`src/ujesc_pkg.sv`:
```
// ============================================================================
// ujesc_pkg
// Shared types, character constants and helpers of the UTF-8 to JSON escaper.
// ============================================================================
package ujesc_pkg;

    localparam int BYTE_W = 8;
    localparam int CODE_W = 16;

    // Kind of work handed from the front part to the back part.
    typedef enum logic [1:0] {
        JOB_PLAIN = 2'd0,   // one character, passed as is
        JOB_ESC   = 2'd1,   // backslash plus one escape letter
        JOB_UNI   = 2'd2    // backslash, 'u' and four hex digits
    } job_kind_t;

    // For plain and two-character jobs the character sits in the low byte.
    typedef struct packed {
        job_kind_t           kind;
        logic [CODE_W-1:0]   data;
    } job_t;

    localparam logic [BYTE_W-1:0] CH_BACKSLASH = 8'h5C;
    localparam logic [BYTE_W-1:0] CH_U         = 8'h75;
    localparam logic [BYTE_W-1:0] CH_QUOTE     = 8'h22;
    localparam logic [BYTE_W-1:0] CH_TAB       = 8'h09;
    localparam logic [BYTE_W-1:0] CH_BS        = 8'h08;
    localparam logic [BYTE_W-1:0] CH_CR        = 8'h0D;
    localparam logic [BYTE_W-1:0] CH_FF        = 8'h0C;
    localparam logic [BYTE_W-1:0] LEAD_LO      = 8'hC0;
    localparam logic [BYTE_W-1:0] LEAD_HI      = 8'hFD;

    // Lowercase hex digit of one nibble.
    function automatic logic [BYTE_W-1:0] hex_char(input logic [3:0] nib);
        logic [BYTE_W-1:0] wide;
        wide = {4'b0000, nib};
        if (nib < 4'd10)
        begin
            hex_char = 8'h30 + wide;
        end
        else
        begin
            hex_char = 8'h57 + wide;
        end
    endfunction

endpackage

```
`src/ujesc_front.sv`:
```
// ============================================================================
// ujesc_front
// Accepts input bytes, tracks multi-byte sequences and issues escape jobs.
// ============================================================================
module ujesc_front (
    input  logic                      clk,
    input  logic                      rst_n,
    input  logic                      in_valid,
    input  logic [ujesc_pkg::BYTE_W-1:0] in_byte,
    input  logic                      in_end,
    input  logic                      queue_full,
    output logic                      in_ready,
    output logic                      job_push,
    output ujesc_pkg::job_t           job
);
    import ujesc_pkg::*;

    logic [2:0]        pend_reg,  pend_next;
    logic [CODE_W-1:0] accum_reg, accum_next;
    logic              take;
    logic [2:0]        cnt;
    logic [BYTE_W-1:0] lead_mask;
    logic [CODE_W-1:0] shifted;
    logic [2:0]        pend_dec;

    assign in_ready = !queue_full;
    assign take     = in_valid && !queue_full;
    assign shifted  = {accum_reg[CODE_W-7:0], in_byte[5:0]};
    assign pend_dec = pend_reg - 3'd1;

    // Continuation count from the lead byte's top bits.
    always_comb
    begin
        if (in_byte >= 8'hFC)
        begin
            cnt = 3'd5;
        end
        else if (in_byte >= 8'hF8)
        begin
            cnt = 3'd4;
        end
        else if (in_byte >= 8'hF0)
        begin
            cnt = 3'd3;
        end
        else if (in_byte >= 8'hE0)
        begin
            cnt = 3'd2;
        end
        else
        begin
            cnt = 3'd1;
        end
        lead_mask = 8'hFF >> ({5'd0, cnt} + 8'd2);
    end

    always_comb
    begin
        pend_next  = pend_reg;
        accum_next = accum_reg;
        job_push   = 1'b0;
        job.kind   = JOB_PLAIN;
        job.data   = {8'd0, in_byte};
        if (take)
        begin
            if (pend_reg != 3'd0)
            begin
                if (pend_dec == 3'd0 || in_end)
                begin
                    job_push   = 1'b1;
                    job.kind   = JOB_UNI;
                    job.data   = shifted;
                    pend_next  = 3'd0;
                    accum_next = '0;
                end
                else
                begin
                    pend_next  = pend_dec;
                    accum_next = shifted;
                end
            end
            else if (in_byte inside {[LEAD_LO:LEAD_HI]})
            begin
                if (in_end)
                begin
                    job_push = 1'b1;
                    job.kind = JOB_UNI;
                    job.data = {8'd0, in_byte & lead_mask};
                end
                else
                begin
                    pend_next  = cnt;
                    accum_next = {8'd0, in_byte & lead_mask};
                end
            end
            else
            begin
                job_push = 1'b1;
                case (in_byte)
                    CH_QUOTE:
                    begin
                        job.kind = JOB_ESC;
                        job.data = {8'd0, CH_QUOTE};
                    end
                    CH_TAB:
                    begin
                        job.kind = JOB_ESC;
                        job.data = {8'd0, 8'h74};
                    end
                    CH_BS:
                    begin
                        job.kind = JOB_ESC;
                        job.data = {8'd0, 8'h62};
                    end
                    CH_CR:
                    begin
                        job.kind = JOB_ESC;
                        job.data = {8'd0, 8'h72};
                    end
                    CH_FF:
                    begin
                        job.kind = JOB_ESC;
                        job.data = {8'd0, 8'h66};
                    end
                    default:
                    begin
                        job.kind = JOB_PLAIN;
                        job.data = {8'd0, in_byte};
                    end
                endcase
            end
        end
    end

    always_ff @(posedge clk or negedge rst_n)
    begin
        if (!rst_n)
        begin
            pend_reg  <= 3'd0;
            accum_reg <= '0;
        end
        else
        begin
            pend_reg  <= pend_next;
            accum_reg <= accum_next;
        end
    end

endmodule

```
`src/ujesc_fifo.sv`:
```
// ============================================================================
// ujesc_fifo
// Short job queue between the front and back parts, head read directly.
// ============================================================================
module ujesc_fifo #(
    parameter int DEPTH = 4
) (
    input  logic             clk,
    input  logic             rst_n,
    input  logic             push,
    input  ujesc_pkg::job_t  push_data,
    input  logic             pop,
    output logic             full,
    output logic             empty,
    output ujesc_pkg::job_t  head
);
    import ujesc_pkg::*;

    localparam int PTR_W = $clog2(DEPTH);
    localparam int CNT_W = $clog2(DEPTH + 1);
    localparam logic [PTR_W-1:0] LAST_PTR = PTR_W'(DEPTH - 1);
    localparam logic [CNT_W-1:0] FULL_CNT = CNT_W'(DEPTH);

    job_t              slot_reg [DEPTH];
    logic [PTR_W-1:0]  wr_ptr_reg, wr_ptr_next;
    logic [PTR_W-1:0]  rd_ptr_reg, rd_ptr_next;
    logic [CNT_W-1:0]  count_reg,  count_next;
    logic              do_push, do_pop;

    assign full    = (count_reg == FULL_CNT);
    assign empty   = (count_reg == '0);
    assign head    = slot_reg[rd_ptr_reg];
    assign do_push = push && !full;
    assign do_pop  = pop && !empty;

    always_comb
    begin
        wr_ptr_next = wr_ptr_reg;
        rd_ptr_next = rd_ptr_reg;
        count_next  = count_reg;
        if (do_push)
        begin
            wr_ptr_next = (wr_ptr_reg == LAST_PTR) ? '0 : wr_ptr_reg + 1'b1;
        end
        if (do_pop)
        begin
            rd_ptr_next = (rd_ptr_reg == LAST_PTR) ? '0 : rd_ptr_reg + 1'b1;
        end
        if (do_push && !do_pop)
        begin
            count_next = count_reg + 1'b1;
        end
        else if (do_pop && !do_push)
        begin
            count_next = count_reg - 1'b1;
        end
    end

    always_ff @(posedge clk or negedge rst_n)
    begin
        if (!rst_n)
        begin
            wr_ptr_reg <= '0;
            rd_ptr_reg <= '0;
            count_reg  <= '0;
        end
        else
        begin
            wr_ptr_reg <= wr_ptr_next;
            rd_ptr_reg <= rd_ptr_next;
            count_reg  <= count_next;
        end
    end

    always_ff @(posedge clk)
    begin
        if (do_push)
        begin
            slot_reg[wr_ptr_reg] <= push_data;
        end
    end

endmodule

```
`src/ujesc_back.sv`:
```
// ============================================================================
// ujesc_back
// Expands queued jobs into output characters, one per cycle while the receiver is ready, registered.
// ============================================================================
module ujesc_back (
    input  logic                         clk,
    input  logic                         rst_n,
    input  logic                         job_avail,
    input  ujesc_pkg::job_t              job,
    output logic                         job_pop,
    output logic                         out_valid,
    input  logic                         out_ready,
    output logic [ujesc_pkg::BYTE_W-1:0] out_char,
    output logic                         out_last
);
    import ujesc_pkg::*;

    logic [2:0]        idx_reg,   idx_next;
    logic              valid_reg, valid_next;
    logic [BYTE_W-1:0] char_reg;
    logic              last_reg;
    logic [BYTE_W-1:0] cur_char;
    logic [2:0]        final_idx;
    logic              is_final;
    logic              load;

    assign load      = job_avail && (!valid_reg || out_ready);
    assign is_final  = (idx_reg == final_idx);
    assign job_pop   = load && is_final;
    assign out_valid = valid_reg;
    assign out_char  = char_reg;
    assign out_last  = last_reg;

    always_comb
    begin
        final_idx = 3'd0;
        cur_char  = job.data[BYTE_W-1:0];
        case (job.kind)
            JOB_PLAIN:
            begin
                final_idx = 3'd0;
                cur_char  = job.data[BYTE_W-1:0];
            end
            JOB_ESC:
            begin
                final_idx = 3'd1;
                cur_char  = (idx_reg == 3'd0) ? CH_BACKSLASH : job.data[BYTE_W-1:0];
            end
            JOB_UNI:
            begin
                final_idx = 3'd5;
                case (idx_reg)
                    3'd0:    cur_char = CH_BACKSLASH;
                    3'd1:    cur_char = CH_U;
                    3'd2:    cur_char = hex_char(job.data[15:12]);
                    3'd3:    cur_char = hex_char(job.data[11:8]);
                    3'd4:    cur_char = hex_char(job.data[7:4]);
                    default: cur_char = hex_char(job.data[3:0]);
                endcase
            end
            default:
            begin
                final_idx = 3'd0;
                cur_char  = job.data[BYTE_W-1:0];
            end
        endcase
    end

    always_comb
    begin
        idx_next   = idx_reg;
        valid_next = valid_reg;
        if (load)
        begin
            valid_next = 1'b1;
            idx_next   = is_final ? 3'd0 : idx_reg + 3'd1;
        end
        else if (out_ready)
        begin
            valid_next = 1'b0;
        end
    end

    always_ff @(posedge clk or negedge rst_n)
    begin
        if (!rst_n)
        begin
            idx_reg   <= 3'd0;
            valid_reg <= 1'b0;
        end
        else
        begin
            idx_reg   <= idx_next;
            valid_reg <= valid_next;
        end
    end

    always_ff @(posedge clk)
    begin
        if (load)
        begin
            char_reg <= cur_char;
            last_reg <= is_final;
        end
    end

endmodule

```
`src/utf8_to_json_unicode_escaper.sv`:
```
// ============================================================================
// utf8_to_json_unicode_escaper
// Escapes the body of a JSON string from raw UTF-8 bytes, one byte a request.
// ============================================================================
// Usage:
//   Input stream (s_*): one raw byte per request in s_tdata; s_tlast marks the
//   final byte of the string. Output stream (m_*): one escaped character per
//   request in m_tdata; m_tlast marks the final character caused by one
//   input byte. Lead bytes 0xC0..0xFD and their continuation bytes give no
//   output until the sequence completes (or the string ends), then a six
//   character \uXXXX escape of the low 16 bits of the code point follows.
//   Quote, tab, backspace, CR and FF become two-character escapes.
//
// Timing:
//   The front part classifies a byte in the cycle it is accepted and writes
//   a job into a queue of FIFO_DEPTH entries. The back part turns the job at
//   the queue head into characters at one per cycle while m_tready is high,
//   into an output register, so the first character of a byte passes through
//   the queue and then the output register before it is valid. Throughput is
//   set by the output; the front keeps taking bytes while the back expands
//   earlier jobs, until the queue is full.
//
// Reset clears the sequence state, the queue and the output valid flag.
// When the receiver stalls, the output register holds its character, the
// queue fills, and s_tready drops only once the queue is full.
// ============================================================================
module utf8_to_json_unicode_escaper #(
    parameter int FIFO_DEPTH = 4
) (
    input  logic       clk,
    input  logic       rst_n,
    input  logic       s_tvalid,
    output logic       s_tready,
    input  logic [7:0] s_tdata,    // [7:0] byte_in
    input  logic       s_tlast,    // string_end
    output logic       m_tvalid,
    input  logic       m_tready,
    output logic [7:0] m_tdata,    // [7:0] out_char
    output logic       m_tlast     // last_of_run
);
    import ujesc_pkg::*;

    job_t front_job;
    job_t head_job;
    logic job_push;
    logic job_pop;
    logic q_full;
    logic q_empty;

    // Front: sequence tracking and classification of each accepted byte.
    ujesc_front u_front (
        .clk        (clk),
        .rst_n      (rst_n),
        .in_valid   (s_tvalid),
        .in_byte    (s_tdata),
        .in_end     (s_tlast),
        .queue_full (q_full),
        .in_ready   (s_tready),
        .job_push   (job_push),
        .job        (front_job)
    );

    // Queue that decouples byte intake from character output.
    ujesc_fifo #(
        .DEPTH (FIFO_DEPTH)
    ) u_fifo (
        .clk       (clk),
        .rst_n     (rst_n),
        .push      (job_push),
        .push_data (front_job),
        .pop       (job_pop),
        .full      (q_full),
        .empty     (q_empty),
        .head      (head_job)
    );

    // Back: expands the head job into characters on the output stream.
    ujesc_back u_back (
        .clk       (clk),
        .rst_n     (rst_n),
        .job_avail (!q_empty),
        .job       (head_job),
        .job_pop   (job_pop),
        .out_valid (m_tvalid),
        .out_ready (m_tready),
        .out_char  (m_tdata),
        .out_last  (m_tlast)
    );

endmodule
```
`config.mk`:
```
export PLATFORM = sky130hd
export DESIGN_NAME = utf8_to_json_unicode_escaper
export DESIGN_NICKNAME = d
export VERILOG_FILES = /design/src/ujesc_pkg.sv /design/src/ujesc_front.sv /design/src/ujesc_fifo.sv /design/src/ujesc_back.sv /design/src/utf8_to_json_unicode_escaper.sv
export SDC_FILE = /design/constraint.sdc
export NUM_CORES = 1
export LEC_CHECK = 0
export BUFFER_PORTS_ARGS = -buffer_cell sky130_fd_sc_hd__buf_2
export CAP_MARGIN = 25
export CORE_MARGIN = 1
export CORE_UTILIZATION = 51
export CTS_BUF_LIST = sky130_fd_sc_hd__clkbuf_4 sky130_fd_sc_hd__clkbuf_8 sky130_fd_sc_hd__clkbuf_16
export CTS_CLUSTER_DIAMETER = 80
export CTS_CLUSTER_SIZE = 24
export DETAILED_ROUTE_END_ITERATION = 6
export GPL_TIMING_DRIVEN = 0
export MAX_ROUTING_LAYER = met4
export PLACE_DENSITY_LB_ADDON = 0.05
export SLEW_MARGIN = 20
export SYNTH_ARGS = -nofsm -noshare
export SYNTH_HDL_FRONTEND = slang
export SYNTH_SLANG_ARGS = --single-unit
```
`constraint.sdc`:
```
create_clock -name clk -period 3.8 [get_ports clk]
set_input_delay 0.19 -clock clk [delete_from_list [all_inputs] [get_ports clk]]
set_output_delay 0.19 -clock clk [all_outputs]
set_load 0.03 [all_outputs]
```
==> results.md <==
- Syn nets: 443
- Share of layout cells above drive strength 1: 0.156
- Unrepaired setup endpoints after global routing: false
- Total CTS buffers: 9
- CP max stage delay: about 0.40 ns
- Vias per cell: 5.76
- Final Non-Filler Cells: 581
- Worst rel slew slack: 0.363
- Count leader, synth: edfxtp_1
- Nets: 477
- Register area share after synthesis: 0.577
- Synth Register Bits: 105
- Drt pass-1 iters: 4
- DRC viols: 0
- Setup crit end kind: flop
- Area of the core: 9860 um^2
- IO Port Bufs: 21
- Setup Skew: 0.00916 ns
- Post-synth top area cell: edfxtp_1
- Max-cap violations: 0
- Synthesis Warnings: 0
- Cell area after layout: roughly 5700 um^2
- DP Area: 5530 um^2
- Final Hold Fails: 0
- CP max stage cell: fa_1
- Post-layout min period: 3.47 ns
- Final TNS setup: 0 ns
- Die area: around 11000 um^2
- Commonest cells in the netlist: edfxtp_1, inv_1, nand2_1, dfrtp_1
- HPWL Detailed: 7410 um
- Wire per inst: roughly 18 um
- Fmax: roughly 290 MHz
- IO Pins: 24
- Clock root buffer: clkbuf_8
- Final worst slack: 0.328 ns
- Die height: a little over 100 um
- H-tree depth: 3
- Synth async-reset ratio: 0.229
- Floorplan row count: 36
- Vias in the first global route: between 3k and 4k
- Initial antenna violation count: 0
- Final setup viols: 0
- Maximum VDD drop: approximately 0.38 mV
- Antenna diodes: 0
- Syn Area/Cell: 12.8 um^2
- Power Density: about 850 nW/um^2
- Hold Crit Class: input port to flop
- WP data required: 4.06 ns
- Share of the synthesized area in the top cell type: 0.463
- Setup CP Type: flop to flop
- Post-Syn Instances: between 400 and 500
- Clk_lat worst skew: 0.36 ns
- Clock transition at path regs: 0.10 ns
- Vias: 3345
- Sinks on Clock Net: about 110
- Largest net degree at the start of global routing: 25
- Layout overhead on the synthesized area: 8.93%
- Top_reg_cell synth: edfxtp_1
- Dpl cells: 563
- Synth top area cells: edfxtp_1, dfrtp_1, mux4_2
- Overflow left after global routing: 0
- Post-CTS setup buffers: 0
- Crit-path cells: buf_2 -> buf_2 -> mux4_2 -> inv_1 -> ha_1 -> xnor2_1 -> nor3_2 -> nand2_1 -> ha_1 -> inv_1 -> fa_1 -> mux2_2
- Total GRT Usage: 0.220
- WP data arrival: roughly 3.7 ns
- Status: complete, no violations
- Initial drt markers: ~130
- Drt total wl: 10200 um
- Lkg Pwr: 2.14 nW
- Longest Clk Path Bufs: 2
- First-pass GRT wire length: 16600 um
- Slew Viols, Final: 0
- GPL Wtd Cong: 0.903
- Remaining antenna violation count after routing: 0
- CTS tree: done
- Critical path launch point type: flop
- Fin crit share: 0.914
- Die width: 103 um
- Synthesized area: 5250 um^2
- Largest register FFs: 72
- EDFF count, synth: 81
- Synth unique cells: 58
- Critical path fanouts, max: 10
- Setup slack at placement: about 0.18 ns
- Initial Util: 0.533
- Worst slew pin tran: around 0.95 ns
## metrics by stage
| step | power, mW | hold WS [ns] | utilization |
|---|---|---|---|
| 2_1_floorplan | 3.67 | -0.106 | - |
| 3_3_place_gp | 4.23 | 0.223 | 0.560 |
| 3_5_place_dp | 4.27 | 0.227 | 0.560 |
| 4_1_cts | 4.89 | 0.0518 | 0.578 |
| 5_1_grt | 5.26 | 0.0747 | 0.580 |
| 6_report | 4.87 | 0.0668 | 0.580 |
## layer usage
layer / part of all wire / GRT usage
met5: 0 / -
met4: 0.012 / 0.0726
met3: 0.032 / 0.0363
met2: 0.49 / 0.348
met1: 0.46 / 0.291
## worst max-delay path, delay by kind of cell, from the launching register on
| family | cells | cell delay (ns) |
|---|---|---|
| flip-flops | 1 | 0.36 |
| multiplexers | 2 | 0.64 |
| adder cells (fa/ha/maj) | 3 | 0.94 |
| XOR/XNOR | 1 | 0.15 |
| buffers and inverters | 4 | 0.80 |
| AND/OR/NAND/NOR | 2 | 0.48 |
## layout by cell type, fill, tap and decap left out, types with 3 or more instances in the layout
| cell | n |
|---|---|
| edfxtp_1 | 81 |
| inv_1 | 35 |
| nand2_1 | 28 |
| dfrtp_1 | 24 |
| buf_2 | 23 |
| a21oi_1 | 20 |
| ha_1 | 20 |
| mux4_2 | 18 |
| nor2_1 | 17 |
| and2_1 | 14 |
| o21ai_0 | 12 |
| o22ai_1 | 11 |
| o21ai_1 | 11 |
| clkbuf_8 | 9 |
| clkbuf_1 | 8 |
| nor2b_1 | 8 |
| nor3_1 | 6 |
| nand3_1 | 6 |
| nor3b_1 | 5 |
| nand2b_1 | 5 |
| a21o_1 | 5 |
| xnor2_1 | 5 |
| o31ai_1 | 4 |
| a21boi_0 | 4 |
| xor2_1 | 4 |
| a211oi_1 | 4 |
| and4b_1 | 4 |
| mux2_2 | 4 |
| o21a_1 | 3 |
| nand4_1 | 3 |
| a31oi_1 | 3 |
| inv_6 | 3 |
## path summary, 6_finish.rpt
path                            depth (start not counted)                              from                               end  slack, ns
worst min register to register                          2  u_front.accum_reg[5]$_DFFE_PN0P_  u_front.accum_reg[5]$_DFFE_PN0P_       0.48
worst max register to register                         12  u_fifo.rd_ptr_reg[1]$_DFFE_PN0P_   u_fifo.count_reg[1]$_DFFE_PN0P_       0.33
worst max-delay path                                   12  u_fifo.rd_ptr_reg[1]$_DFFE_PN0P_   u_fifo.count_reg[1]$_DFFE_PN0P_       0.33
min in group asynchronous                               2                             rst_n     u_back.idx_reg[2]$_DFFE_PN0P_       0.36
max in group asynchronous                               2                             rst_n  u_front.accum_reg[6]$_DFFE_PN0P_       3.04
worst min-delay path                                    4                          m_tready      u_back.out_valid$_DFFE_PN0P_       0.07
## layout make-up
cell class                 instances  area [um^2]
clock inverter                     7         43.8
fill                             801         4140
buffer                            12         58.8
timing repair buffer              23          130
clock buffer                       9          124
tap                              133          166
sequential                       105         3030
inverter                          35          131
multi-input combinational        257         2040
## logic make-up after synthesis
family	count (synthesis)	share of synthesized area
flops	105	0.577
buf+inv	47	0.0362
xor+xnor	9	0.0150
simple gates	103	0.103
mux	23	0.0876
fa+ha+maj	21	0.0514
compound gates	101	0.130
## repair_timing
action	in CTS	in global routing
endpoints found under the hold margin	24	0
gates resized for setup	0	1
hold buffers	1	0
endpoints found under the setup margin	0	1
## power by group
part | internal, mW | leakage (nW) | switching [mW]
Combinational | 0.961 | 0.992 | 1.51
Sequential | 1.66 | 1.06 | 0.119
Clock | 0.239 | 0.0893 | 0.378
Total | 2.86 | 2.14 | 2.01
Power figures use the tool's default switching activity.
